**src/hdl/wbf_pkg.sv**
```systemverilog
// Shared types and constants for the wraparound box filter.
// Used by wbf_ctrl, wbf_dp and wraparound_box_filter_2d.
`default_nettype none

package wbf_pkg;

  // Fixed field widths.
  localparam int unsigned HEIGHT_W  = 16;
  localparam int unsigned ROWCOL_W  = 6;
  localparam int unsigned CFG_W     = 7;
  localparam int unsigned CFG_IDX_W = 2;
  localparam int unsigned RADIUS_W  = 3;
  localparam int unsigned WIN_CNT_W = RADIUS_W + 1;
  localparam int unsigned OUT_W     = 24;
  localparam int unsigned FRAC_W    = 8;

  // Configuration register indexes.
  localparam logic [CFG_IDX_W-1:0] CFG_IDX_RADIUS = 2'd0;
  localparam logic [CFG_IDX_W-1:0] CFG_IDX_ROWS   = 2'd1;
  localparam logic [CFG_IDX_W-1:0] CFG_IDX_COLS   = 2'd2;

  // Input word action codes.
  typedef enum logic {
    ACT_WRITE = 1'b0,
    ACT_QUERY = 1'b1
  } action_e;

  typedef enum logic [3:0] {
    ST_IDLE,
    ST_WRAP,
    ST_WRITE,
    ST_REWIND,
    ST_SCAN,
    ST_DRAIN,
    ST_DIV_INIT,
    ST_DIV,
    ST_PUT
  } state_e;

  // Commands from the controller to the datapath.
  typedef struct packed {
    logic capture;
    logic wrap;
    logic write;
    logic rewind;
    logic scan;
    logic div_init;
    logic div_step;
    logic out_load;
  } cmd_t;

  // Status from the datapath to the controller.
  typedef struct packed {
    logic is_query;
    logic rewind_done;
    logic scan_last;
    logic div_done;
    logic out_free;
  } sts_t;

endpackage

`default_nettype wire

```
**src/hdl/wbf_ctrl.sv**
```systemverilog
// Controller state machine for the wraparound box filter.
// Depends on wbf_pkg; drives commands into wbf_dp and reads its status.
`default_nettype none

module wbf_ctrl (
  input  logic          clk_i,
  input  logic          rst_ni,
  input  logic          in_valid_i,
  output logic          in_stall_o,
  input  wbf_pkg::sts_t sts_i,
  output wbf_pkg::cmd_t cmd_o
);
  import wbf_pkg::*;

  state_e state_q, state_d;

  // State register.
  always_ff @(posedge clk_i or negedge rst_ni) begin
    if (!rst_ni) begin
      state_q <= ST_IDLE;
    end else begin
      state_q <= state_d;
    end
  end

  // Next state and commands.
  always_comb begin
    state_d    = state_q;
    cmd_o      = '0;
    in_stall_o = 1'b1;
    case (state_q)
      ST_IDLE: begin
        in_stall_o = 1'b0;
        if (in_valid_i) begin
          cmd_o.capture = 1'b1;
          state_d       = ST_WRAP;
        end
      end
      ST_WRAP: begin
        cmd_o.wrap = 1'b1;
        state_d    = sts_i.is_query ? ST_REWIND : ST_WRITE;
      end
      ST_WRITE: begin
        cmd_o.write = 1'b1;
        state_d     = ST_IDLE;
      end
      ST_REWIND: begin
        if (sts_i.rewind_done) begin
          state_d = ST_SCAN;
        end else begin
          cmd_o.rewind = 1'b1;
        end
      end
      ST_SCAN: begin
        cmd_o.scan = 1'b1;
        if (sts_i.scan_last) begin
          state_d = ST_DRAIN;
        end
      end
      // Let the last read word reach the accumulator.
      ST_DRAIN: begin
        state_d = ST_DIV_INIT;
      end
      ST_DIV_INIT: begin
        cmd_o.div_init = 1'b1;
        state_d        = ST_DIV;
      end
      ST_DIV: begin
        if (sts_i.div_done) begin
          state_d = ST_PUT;
        end else begin
          cmd_o.div_step = 1'b1;
        end
      end
      ST_PUT: begin
        if (sts_i.out_free) begin
          cmd_o.out_load = 1'b1;
          state_d        = ST_IDLE;
        end
      end
      default: begin
        state_d = ST_IDLE;
      end
    endcase
  end

endmodule

`default_nettype wire

```
**config.mk**
```make
export PLATFORM = sky130hd
export DESIGN_NAME = wbf_ctrl
export DESIGN_NICKNAME = d
export VERILOG_FILES = /design/src/hdl/wbf_pkg.sv /design/src/hdl/wbf_ctrl.sv
export SDC_FILE = /design/constraint.sdc
export NUM_CORES = 1
export LEC_CHECK = 0
export BUFFER_PORTS_ARGS = -buffer_cell sky130_fd_sc_hd__buf_2
export CAP_MARGIN = 5
export CORE_AREA = 4 4 41 43
export DETAILED_ROUTE_END_ITERATION = 12
export DIE_AREA = 0 0 45 47
export PLACE_DENSITY_LB_ADDON = 0.2
export SLEW_MARGIN = 40
export SYNTH_ARGS = -nofsm -noshare
export SYNTH_HDL_FRONTEND = slang
export SYNTH_SLANG_ARGS = --single-unit
```
**constraint.sdc**
```tcl
create_clock -name clk_i -period 1.36 [get_ports clk_i]
set_input_delay 0.272 -clock clk_i [delete_from_list [all_inputs] [get_ports clk_i]]
set_output_delay 0.272 -clock clk_i [all_outputs]
set_load 0.01 [all_outputs]
```
* Word-level counts from Yosys, hierarchy flattened
Cells that the tools add are included. W data, S select, Z words.
Storage, ports and cells: flip-flop bits (word level) 4, input bits 8, logic and storage cells 36
Operators by class: equality and inequality tests 13, muxes and demuxes 20, reductions and logical operators 2
Operator list (number):
- $pmux W4 S8 | 1
- $mux W4 | 5
- $eq A4 B3 Y1 const B | 4
- $mux W1 | 14
- $ne A2 B2 Y1 const B | 5
- $eq A4 B2 Y1 const B | 2
- $reduce_and A5 Y1 | 1
- $eq A4 B1 Y1 const B | 1
- $eq A4 B4 Y1 const B | 1
- $logic_not A4 Y1 | 1

* Depth between registers and ports, before layout
Gate-level depths: netlist of the first run.
depth in word-level cells 3, depth in mapped cells 4

* Worst setup path before layout of the first run
No wires, ideal clock.
kind register -> register, start register state_q[2], end register state_q[0], library setup time 111 ps, arrival 1246 ps, data required time 1249 ps, path slack 2 ps, cell stages (with the launch flop) 5, clock period less this slack 1358 ps, cell sequence dfrtp_1 -> buf_2 -> nand2_1 -> or4b_4 -> a222oi_1
Between the ends: word-level cells in the longest chain between the ends 3, elaborated cells between the ends (all ways) 15, those cells by class eq/ne (12); mux (1); reduce/logical (2)
RTL lines:
- from (decl) | line wbf_ctrl.sv:15 | state_e state_q, state_d;
- from (signal assigned) | line wbf_ctrl.sv:22 | state_q <= state_d;
- $eq A4 B2 Y1, or another cell as far along | line wbf_ctrl.sv:31 | case (state_q)
- $ne A2 B2 Y1 (no line)
- $reduce_and A5 Y1 (no line)
Several ways; a longest one is shown, not always the timed one. A chain may end at the register's enable or synchronous reset.

==> flow_metrics.py, run 1 <==
metrics = {
    "sta": {
        "slew_headroom_pct": 80.36,
        "drv_slew": 0,
        "tns_ns": -0.9516,
        "setup_viol": 10,
        "timing.final.crit_share_pct": 110.5,
        "worst_pin_slew_ns": 0.2947,
        "finalHoldViolCount": 0,
        "max_freq_mhz": 665.4,
        "clock_skew_ns": 0.01216,
        "fin_ws_ns": -0.1430,
        "rsz0062_at_grt": "yes",
        "period_needed_ns": 1.503,
    },
    "clock_tree": {
        "clk_pin_slew_ns": 0.04,
        "h-tree-depth": 1,
        "insertion_delay_ns": 0.25,
        "clock_sinks": 4,
        "clock-root-buffer": "clkbuf_4",
        "cts.path.max_buffers": 2,
        "numCtsBuffers": 3,
        "cts_tree": "done",
    },
    "final_layout": {
        "final_nets": 82,
        "reg_top3": "state_q x4",
        "largest_register": "state_q",
        "post-route-util_pct": 49.81,
        "drive_above_1_share_pct": 70.83,
        "antenna_cells": 0,
        "area_growth_pct": 95.47,
        "final_common_cell": "buf_2",
        "largest_reg_flops": 4,
        "final_cell_mix": "buf_2 (16), buf_4 (9), buf_6 (7)",
    },
    "synthesis": {
        "postSynthAreaPerCell_um2": 8.289,
        "ys_ff_latch": 4,
        "ys_seq_area_share_pct": 30.19,
        "synthTopCellsByArea": "dfrtp_1 (30%), nor3_1 (7.5%), buf_6 (6.8%)",
        "syn_area_um2": 331.6,
        "ys_warn_count": 0,
        "syn_nets": 48,
        "synthDominantCellAreaShare_pct": 30.19,
        "yosysTopAreaCell": "dfrtp_1",
        "yosys.area_share.simple_pct": 40.00,
        "synth_fa_ha_area_share_pct": 0,
        "netlist_instances": 40,
        "synth_top_family_by_area": "simple AND/OR/NAND/NOR gates",
        "synthMuxAreaShare_pct": 3.019,
        "synth_xor_area_share_pct": 0,
        "synth.distinct_cells": 23,
        "synth_compound_area_share_pct": 15.09,
    },
    "placement": {
        "gp_congestion": 0.7921,
        "dp_slack_ns": -0.05417,
        "hpwl_um": 776.7,
        "io_buffers": 16,
    },
    "run_status": {
        "violations": "setup timing",
        "status": "finished, violations left",
    },
    "global_routing": {
        "grt.overflow.total": 0,
        "grt_pass1_wl_um": 1821,
        "grt_max_degree": 11,
        "antenna_found_initial": 0,
        "grtUsageTotal_pct": 12.04,
        "first_global_vias": 425,
    },
    "power_and_ir_drop": {
        "swShare_pct": 41.85,
        "p_sw_mw": 0.5994,
        "power_frac_seq_pct": 18.7,
        "power_mw": 1.432,
        "vdd_ir_drop_max_mv": 0.8218,
        "power_frac_comb_pct": 70.4,
        "p_per_area_mw_per_mm2": 2210,
        "p_int_mw": 0.8330,
        "p_leak_nw": 0.3255,
        "pwr-share-clk_pct": 10.9,
    },
    "min_path": {
        "whs_path_depth": 2,
        "hp-class": "in -> reg",
        "hp-start": "sts_i[0]",
    },
    "routing": {
        "ant_nets": 0,
        "drcViolationCount": 0,
        "drt_iter0_drc": 15,
        "wl_per_cell_um": 13.00,
        "wirelength_um": 1131,
        "avgViaCountPerCell": 4.920,
        "num_vias": 428,
        "first_pass_iters": 4,
    },
    "run": {
        "maxCapViolCount": 0,
    },
    "floorplan": {
        "boundaryPins": 17,
        "die_area_mm2": 0.002115,
        "start_util_pct": 25.48,
        "core_area_mm2": 0.001301,
        "die_h_um": 47,
        "rows": 13,
        "die-width_um": 45,
    },
    "setup_path": {
        "r2r_start": "state_q[2]",
        "cp-start-kind": "flop",
        "cp.arrival_ns": 1.23,
        "worstSetupEndpointType": "output port",
        "crit_fanout": 5,
        "crit_type": "reg -> out",
        "cp-startpoint": "state_q[1]",
        "rr_worst_depth": 4,
        "required_ns": 1.09,
    },
}
synth_stat cells:
cell and number:
and3_1 2, o21ai_0 1, nor4_1 1, nor2_1 4
a222oi_1 1, a221o_1 1, buf_6 2, nand2b_1 3
mux2i_1 1, or4b_4 1, nor3_1 5, or2b_1 1
nand2_1 3, nand2_4 1, a32oi_1 1, nand3_1 1
buf_2 1, nor2b_1 1, inv_1 2, dfrtp_1 4
buf_1 1, o21a_1 1, o32ai_1 1
layer usage:
metal	vias up	part of all wire, %	GRT usage (%)
met5	-	0	0
li1	213	-	-
met1	196	40	14.22
met4	0	0.97	3.509
met2	17	54	20.34
met3	2	4.9	4.598
final timing paths:
path | endpoint | slack, ns
setup / recovery | cmd_o[6] | -0.14
hold / removal | state_q[3] | 0.25
setup reg to reg | state_q[0] | -0.07
hold reg to reg | state_q[2] | 0.60
max in group asynchronous | state_q[2] | 0.86
min in group asynchronous | state_q[1] | 0.36
final cells by class:
type	count	area (um2)
sequential	4	102.6
tap	15	18.77
clock buffer	3	22.52
timing repair buffer	33	236.5
fill	136	653.1
multi-input combinational	30	260.3
inverter	2	7.507
what timing repair did:
action                                 CTS  global route
hold buffers                             1             0
pin swaps                                4             2
cloned                                   0             0
setup endpoints to repair               10            10
setup buffers                            3             3
resized for setup                       16             7
endpoints found under the hold margin    4             0
worst max-delay path, stage by stage (launching register included):
cell and delay [ns]:
dfrtp_2 0.45, or2b_1 0.27, nor3_2 0.11, buf_2 0.15
cell families after synthesis:
group	Yosys count
muxes	1
DFF	4
buffers and inverters	6
AOI/OAI and AO/OA	6
and+or+nand+nor	23
through the flow:
| stage | hold WS (ns) | instance area, um2 | std cells |
|---|---|---|---|
| 2_1_floorplan | -0.02359 | 331.6 | 40 |
| 3_3_place_gp | 0.08700 | 474.2 | 77 |
| 3_5_place_dp | 0.08480 | 474.2 | 77 |
| 4_1_cts | 0.2517 | 593.1 | 84 |
| 5_1_grt | 0.2451 | 648.1 | 87 |
| 6_report | 0.2504 | 648.1 | 87 |
power by group through the flow:
stage | clock network (mW) | logic (mW) | registers [mW]
after global placement | 0 | 0.680 | 0.257
after floorplan | 0 | 0.471 | 0.190
after CTS | 0.158 | 0.871 | 0.260
final | 0.156 | 1.01 | 0.268
after global routing | 0.172 | 1.09 | 0.277
after detailed placement | 0 | 0.662 | 0.253
(Power assumes the default switching activity.)
==> run 2: changes to the inputs <==
--- a/config.mk
+++ b/config.mk
@@ -11,6 +11,7 @@
 export DETAILED_ROUTE_END_ITERATION = 12
 export DIE_AREA = 0 0 45 47
 export PLACE_DENSITY_LB_ADDON = 0.2
+export REMOVE_ABC_BUFFERS = 1
 export SLEW_MARGIN = 40
 export SYNTH_ARGS = -nofsm -noshare
 export SYNTH_HDL_FRONTEND = slang
==> constraint.sdc (replaced) <==
create_clock -name clk_i -period 1.75 [get_ports clk_i]
set_input_delay 0.35 -clock clk_i [delete_from_list [all_inputs] [get_ports clk_i]]
set_output_delay 0.35 -clock clk_i [all_outputs]
set_load 0.01 [all_outputs]
==> run 2 against run 1 <==
The run now ends clean. Via count down 16%. Wire length is 18% lower. Largest power group unchanged. Total power down 47%. Critical endpoint unchanged. Final cell count shrank 16%. Design area shrank 27%.
==> flow_metrics.py, run 2 (same netlist as run 1, synthesis figures left out) <==
metrics = {
    "sta": {
        "tns_ns": 0,
        "max_freq_mhz": 610.4,
        "clock_skew_ns": 0.0004931,
        "setup_viol": 0,
        "finalHoldViolCount": 0,
        "fin_ws_ns": 0.1116,
        "slew_headroom_pct": 82.92,
        "drv_slew": 0,
        "timing.final.crit_share_pct": 93.62,
        "rsz0062_at_grt": "no",
        "period_needed_ns": 1.638,
        "worst_pin_slew_ns": 0.2562,
    },
    "setup_path": {
        "crit_type": "reg -> out",
        "crit_fanout": 9,
        "cp-start-kind": "flop",
        "required_ns": 1.40,
        "worstSetupEndpointType": "output port",
        "cp.arrival_ns": 1.29,
    },
    "global_routing": {
        "first_global_vias": 370,
        "grtUsageTotal_pct": 10.25,
        "grt_pass1_wl_um": 1573,
        "antenna_found_initial": 0,
        "grt_max_degree": 10,
        "grt.overflow.total": 0,
    },
    "clock_tree": {
        "insertion_delay_ns": 0.23,
        "cts.path.max_buffers": 2,
        "h-tree-depth": 1,
        "numCtsBuffers": 3,
        "clk_pin_slew_ns": 0.04,
        "cts_tree": "done",
        "clock_sinks": 4,
        "clock-root-buffer": "clkbuf_4",
        "postCtsSetupBuffers": 0,
    },
    "routing": {
        "wirelength_um": 933,
        "ant_nets": 0,
        "wl_per_cell_um": 12.78,
        "avgViaCountPerCell": 4.932,
        "drcViolationCount": 0,
        "first_pass_iters": 4,
        "wirelength_met1_um": 452,
        "wl_met2_um": 431,
        "top_layer_used": "met3",
        "num_vias": 360,
        "route.met3.wl_um": 48,
        "drt_iter0_drc": 9,
    },
    "placement": {
        "hpwl_um": 704.3,
        "gp_congestion": 0.7985,
        "io_buffers": 16,
        "dp_slack_ns": 0.2623,
        "dp.cells": 69,
    },
    "floorplan": {
        "start_util_pct": 25.48,
        "die-width_um": 45,
        "boundaryPins": 17,
        "die_area_mm2": 0.002115,
        "die_h_um": 47,
        "rows": 13,
        "core_area_mm2": 0.001301,
    },
    "final_layout": {
        "antenna_cells": 0,
        "post-route-util_pct": 36.35,
        "final_cell_mix": "buf_2 (16), nor2_1 (4)",
        "reg_top3": "state_q x4",
        "area_growth_pct": 42.64,
        "final_nets": 68,
        "largest_register": "state_q",
        "final_common_cell": "buf_2",
        "fin_cells": 73,
        "drive_above_1_share_pct": 50.00,
        "largest_reg_flops": 4,
    },
    "power_and_ir_drop": {
        "vdd_ir_drop_max_mv": 0.4704,
        "power_mw": 0.7605,
        "p_leak_nw": 0.2340,
        "p_per_area_mw_per_mm2": 1608,
    },
    "min_path": {
        "hp-class": "in -> reg",
    },
    "run": {
        "maxCapViolCount": 0,
    },
    "run_status": {
        "status": "finished, final reports clean",
    },
}
## run 2: cell types whose count changed in the layout (fill, tap and decap cells not counted), sizes merged
cell,change
buf,-14
## run 2: stage by stage
| step | hold slack (ns) | area (um2) |
|---|---|---|
| 2_1_floorplan | 0.05441 | 300.3 |
| 3_3_place_gp | 0.1588 | 414.1 |
| 3_5_place_dp | 0.1548 | 414.1 |
| 4_1_cts | 0.3243 | 446.7 |
| 5_1_grt | 0.3458 | 473.0 |
| 6_report | 0.3362 | 473.0 |
## run 2: layout make-up
type	instances	area [um2]
Fill cell	158	828.3
Multi-Input combinational cell	30	215.2
Timing Repair Buffer	19	105.1
Sequential cell	4	103.9
Clock buffer	3	22.52
Tap cell	15	18.77
Inverter	2	7.507
## run 2: path summary, 6_finish.rpt
kind / from / endpoint / slack, ns / cells after the start
worst max-delay path: state_q[0] / cmd_o[6] / 0.11 / 3
worst min-delay path: sts_i[0] / state_q[3] / 0.34 / 2
worst max register to register: state_q[0] / state_q[0] / 0.30 / 3
worst min register to register: state_q[3] / state_q[1] / 0.64 / 1
max in group asynchronous: rst_ni / state_q[1] / 1.17 / 2
min in group asynchronous: rst_ni / state_q[3] / 0.45 / 2
## run 2: critical path, cell delays in order, from the launching register on
cell	delay, ns
dfrtp_2	0.49
or2b_1	0.27
nor3_1	0.14
buf_2	0.16
## run 2: per-layer routing
| layer | global-route usage [%] | vias up |
|---|---|---|
| met5 | 0 | - |
| met4 | 7.602 | 0 |
| met3 | 0.3831 | 0 |
| met2 | 15.54 | 14 |
| met1 | 13.86 | 166 |
| li1 | - | 180 |
## run 2: power breakdown
part | internal, mW | leakage, nW | switching (mW)
Combinational | 0.197 | 0.173 | 0.195
Sequential | 0.139 | 0.0471 | 0.120
Clock | 0.0765 | 0.0138 | 0.0339
Total | 0.412 | 0.234 | 0.349
## run 2: what timing repair did
item | 4_1_cts | 5_1_grt
endpoints found under the hold margin | 4 | 0
hold buffers | 1 | 0
gates resized for setup | 0 | 7
endpoints found under the setup margin | 0 | 4
==> run 3: changes to the inputs <==
--- a/config.mk
+++ b/config.mk
@@ -11,6 +11,7 @@
 export DETAILED_ROUTE_END_ITERATION = 12
 export DIE_AREA = 0 0 45 47
 export PLACE_DENSITY_LB_ADDON = 0.2
+export RECOVER_POWER = 100
 export REMOVE_ABC_BUFFERS = 1
 export SLEW_MARGIN = 40
 export SYNTH_ARGS = -nofsm -noshare
==> run 3 against run 2 <==
First-iteration DRC count is the same. Highest routed layer unchanged. Largest power group unchanged. Via count grew 0.56%. Final cell count is the same. Critical endpoint is now cmd_o[7].
==> flow_metrics.py, run 3 (same netlist as run 1, synthesis figures left out) <==
metrics = {
    "routing": {
        "avgViaCountPerCell": 4.959,
        "num_vias": 362,
        "drt_iter0_drc": 9,
        "drcViolationCount": 0,
        "wl_per_cell_um": 12.89,
        "first_pass_iters": 4,
        "ant_nets": 0,
        "wirelength_um": 941,
    },
    "power_and_ir_drop": {
        "power_frac_comb_pct": 51.5,
        "swShare_pct": 46.04,
        "p_leak_nw": 0.2035,
        "p_per_area_mw_per_mm2": 1611,
        "power_frac_seq_pct": 33.5,
        "p_sw_mw": 0.3397,
        "pwr-share-clk_pct": 15.0,
        "p_int_mw": 0.3982,
        "vdd_ir_drop_max_mv": 0.4478,
    },
    "clock_tree": {
        "postCtsSetupBuffers": 0,
        "clock_sinks": 4,
        "clk_pin_slew_ns": 0.04,
        "cts_tree": "done",
        "insertion_delay_ns": 0.23,
        "numCtsBuffers": 3,
        "clock-root-buffer": "clkbuf_4",
        "cts.path.max_buffers": 2,
        "h-tree-depth": 1,
    },
    "run": {
        "maxCapViolCount": 0,
    },
    "global_routing": {
        "grt_max_degree": 10,
        "use_met1_pct": 13.86,
        "grt_pass1_wl_um": 1573,
        "use_met3_pct": 0.3831,
        "antenna_found_initial": 0,
        "first_global_vias": 370,
        "use_met2_pct": 15.54,
        "grtUsageTotal_pct": 10.25,
        "grt.busiest_layer": "met2",
        "grt.overflow.total": 0,
    },
    "run_status": {
        "status": "finished, final reports clean",
    },
    "final_layout": {
        "multi_input_area_um2": 207.7,
        "largest_reg_flops": 4,
        "final_cell_mix": "buf_2 (9), clkbuf_1 (6), nor2_1 (4), nand2_1 (4)",
        "drive_above_1_share_pct": 37.93,
        "final_nets": 68,
        "final_common_cell": "buf_2",
        "fillCellCount": 157,
        "seqCellArea_um2": 103.9,
        "antenna_cells": 0,
        "reg_top3": "state_q x4",
        "largest_register": "state_q",
        "area_growth_pct": 38.11,
    },
    "sta": {
        "clock_skew_ns": 0.0008999,
        "tns_ns": 0,
        "rsz0062_at_grt": "no",
        "fin_ws_ns": 0.1025,
        "drv_slew": 0,
        "finalHoldViolCount": 0,
        "timing.final.crit_share_pct": 94.14,
        "period_needed_ns": 1.647,
        "worst_pin_slew_ns": 0.2742,
        "slew_headroom_pct": 81.72,
        "setup_viol": 0,
        "max_freq_mhz": 607.0,
    },
    "placement": {
        "hpwl_um": 704.3,
        "gp_congestion": 0.7985,
        "dp_slack_ns": 0.2623,
        "io_buffers": 16,
    },
    "floorplan": {
        "die-width_um": 45,
        "die_area_mm2": 0.002115,
        "boundaryPins": 17,
        "rows": 13,
        "die_h_um": 47,
        "core_area_mm2": 0.001301,
        "start_util_pct": 25.48,
    },
    "min_path": {
        "hp-class": "in -> reg",
        "whs_path_depth": 2,
    },
    "setup_path": {
        "rr_worst_depth": 3,
        "crit_fanout": 7,
        "cp-start-kind": "flop",
        "crit_type": "reg -> out",
        "worstSetupEndpointType": "output port",
        "required_ns": 1.40,
        "cp.arrival_ns": 1.30,
    },
}
-- run 3: cell types whose count changed in the layout (fill, tap and decap cells not counted), sizes merged --
| cell | previous run | this run |
|---|---|---|
| buf | 18 | 11 |
| clkbuf | 3 | 10 |
-- run 3: path summary, 6_finish.rpt --
kind | to | slack (ns) | startpoint
min in group asynchronous | state_q[3] | 0.48 | rst_ni
worst max register to register | state_q[0] | 0.22 | state_q[1]
worst max-delay path | cmd_o[7] | 0.10 | state_q[3]
worst min register to register | state_q[1] | 0.64 | state_q[3]
worst min-delay path | state_q[3] | 0.34 | sts_i[0]
max in group asynchronous | state_q[1] | 1.08 | rst_ni
-- run 3: power by group through the flow --
stage	sequential (mW)	combinational (mW)	clock [mW]
final	0.247	0.380	0.111
after global routing	0.262	0.426	0.115
after CTS	0.226	0.379	0.115
after detailed placement	0.226	0.375	0
after global placement	0.223	0.376	0
after floorplan	0.211	0.238	0
-- run 3: layout make-up --
| type | count | share of cell area (%) |
|---|---|---|
| Multi-Input combinational cell | 30 | 45.36 |
| Clock buffer | 3 | 4.918 |
| Timing Repair Buffer | 19 | 21.31 |
| Inverter | 2 | 1.639 |
| Sequential cell | 4 | 22.68 |
| Tap cell | 15 | 4.098 |
-- run 3: metrics by stage --
step,instance area (um2),std cells,util (%),hold slack [ns],power (mW)
2_1_floorplan,300.3,36,-,0.05441,0.4496
3_3_place_gp,414.1,69,31.83,0.1588,0.6000
3_5_place_dp,414.1,69,31.83,0.1548,0.6008
4_1_cts,446.7,73,34.33,0.3243,0.7198
5_1_grt,457.9,73,35.19,0.3458,0.8027
6_report,457.9,73,35.19,0.3358,0.7380
-- run 3: metal layers --
layer	routed length [um]	up-vias
met2	433	14
met1	454	167
li1	-	181
met3	53	0
met4	0	0
met5	0	-
-- run 3: timing repair --
action,in CTS,in global routing
hold buffers,1,0
resized for setup,0,7
setup endpoints to repair,0,4
hold endpoints to repair,4,0
-- run 3: critical path: stages (launching register included) --
cell and delay (ns):
dfrtp_1 0.44, buf_4 0.20, nor2_1 0.12, and3_1 0.16, clkbuf_1 0.15
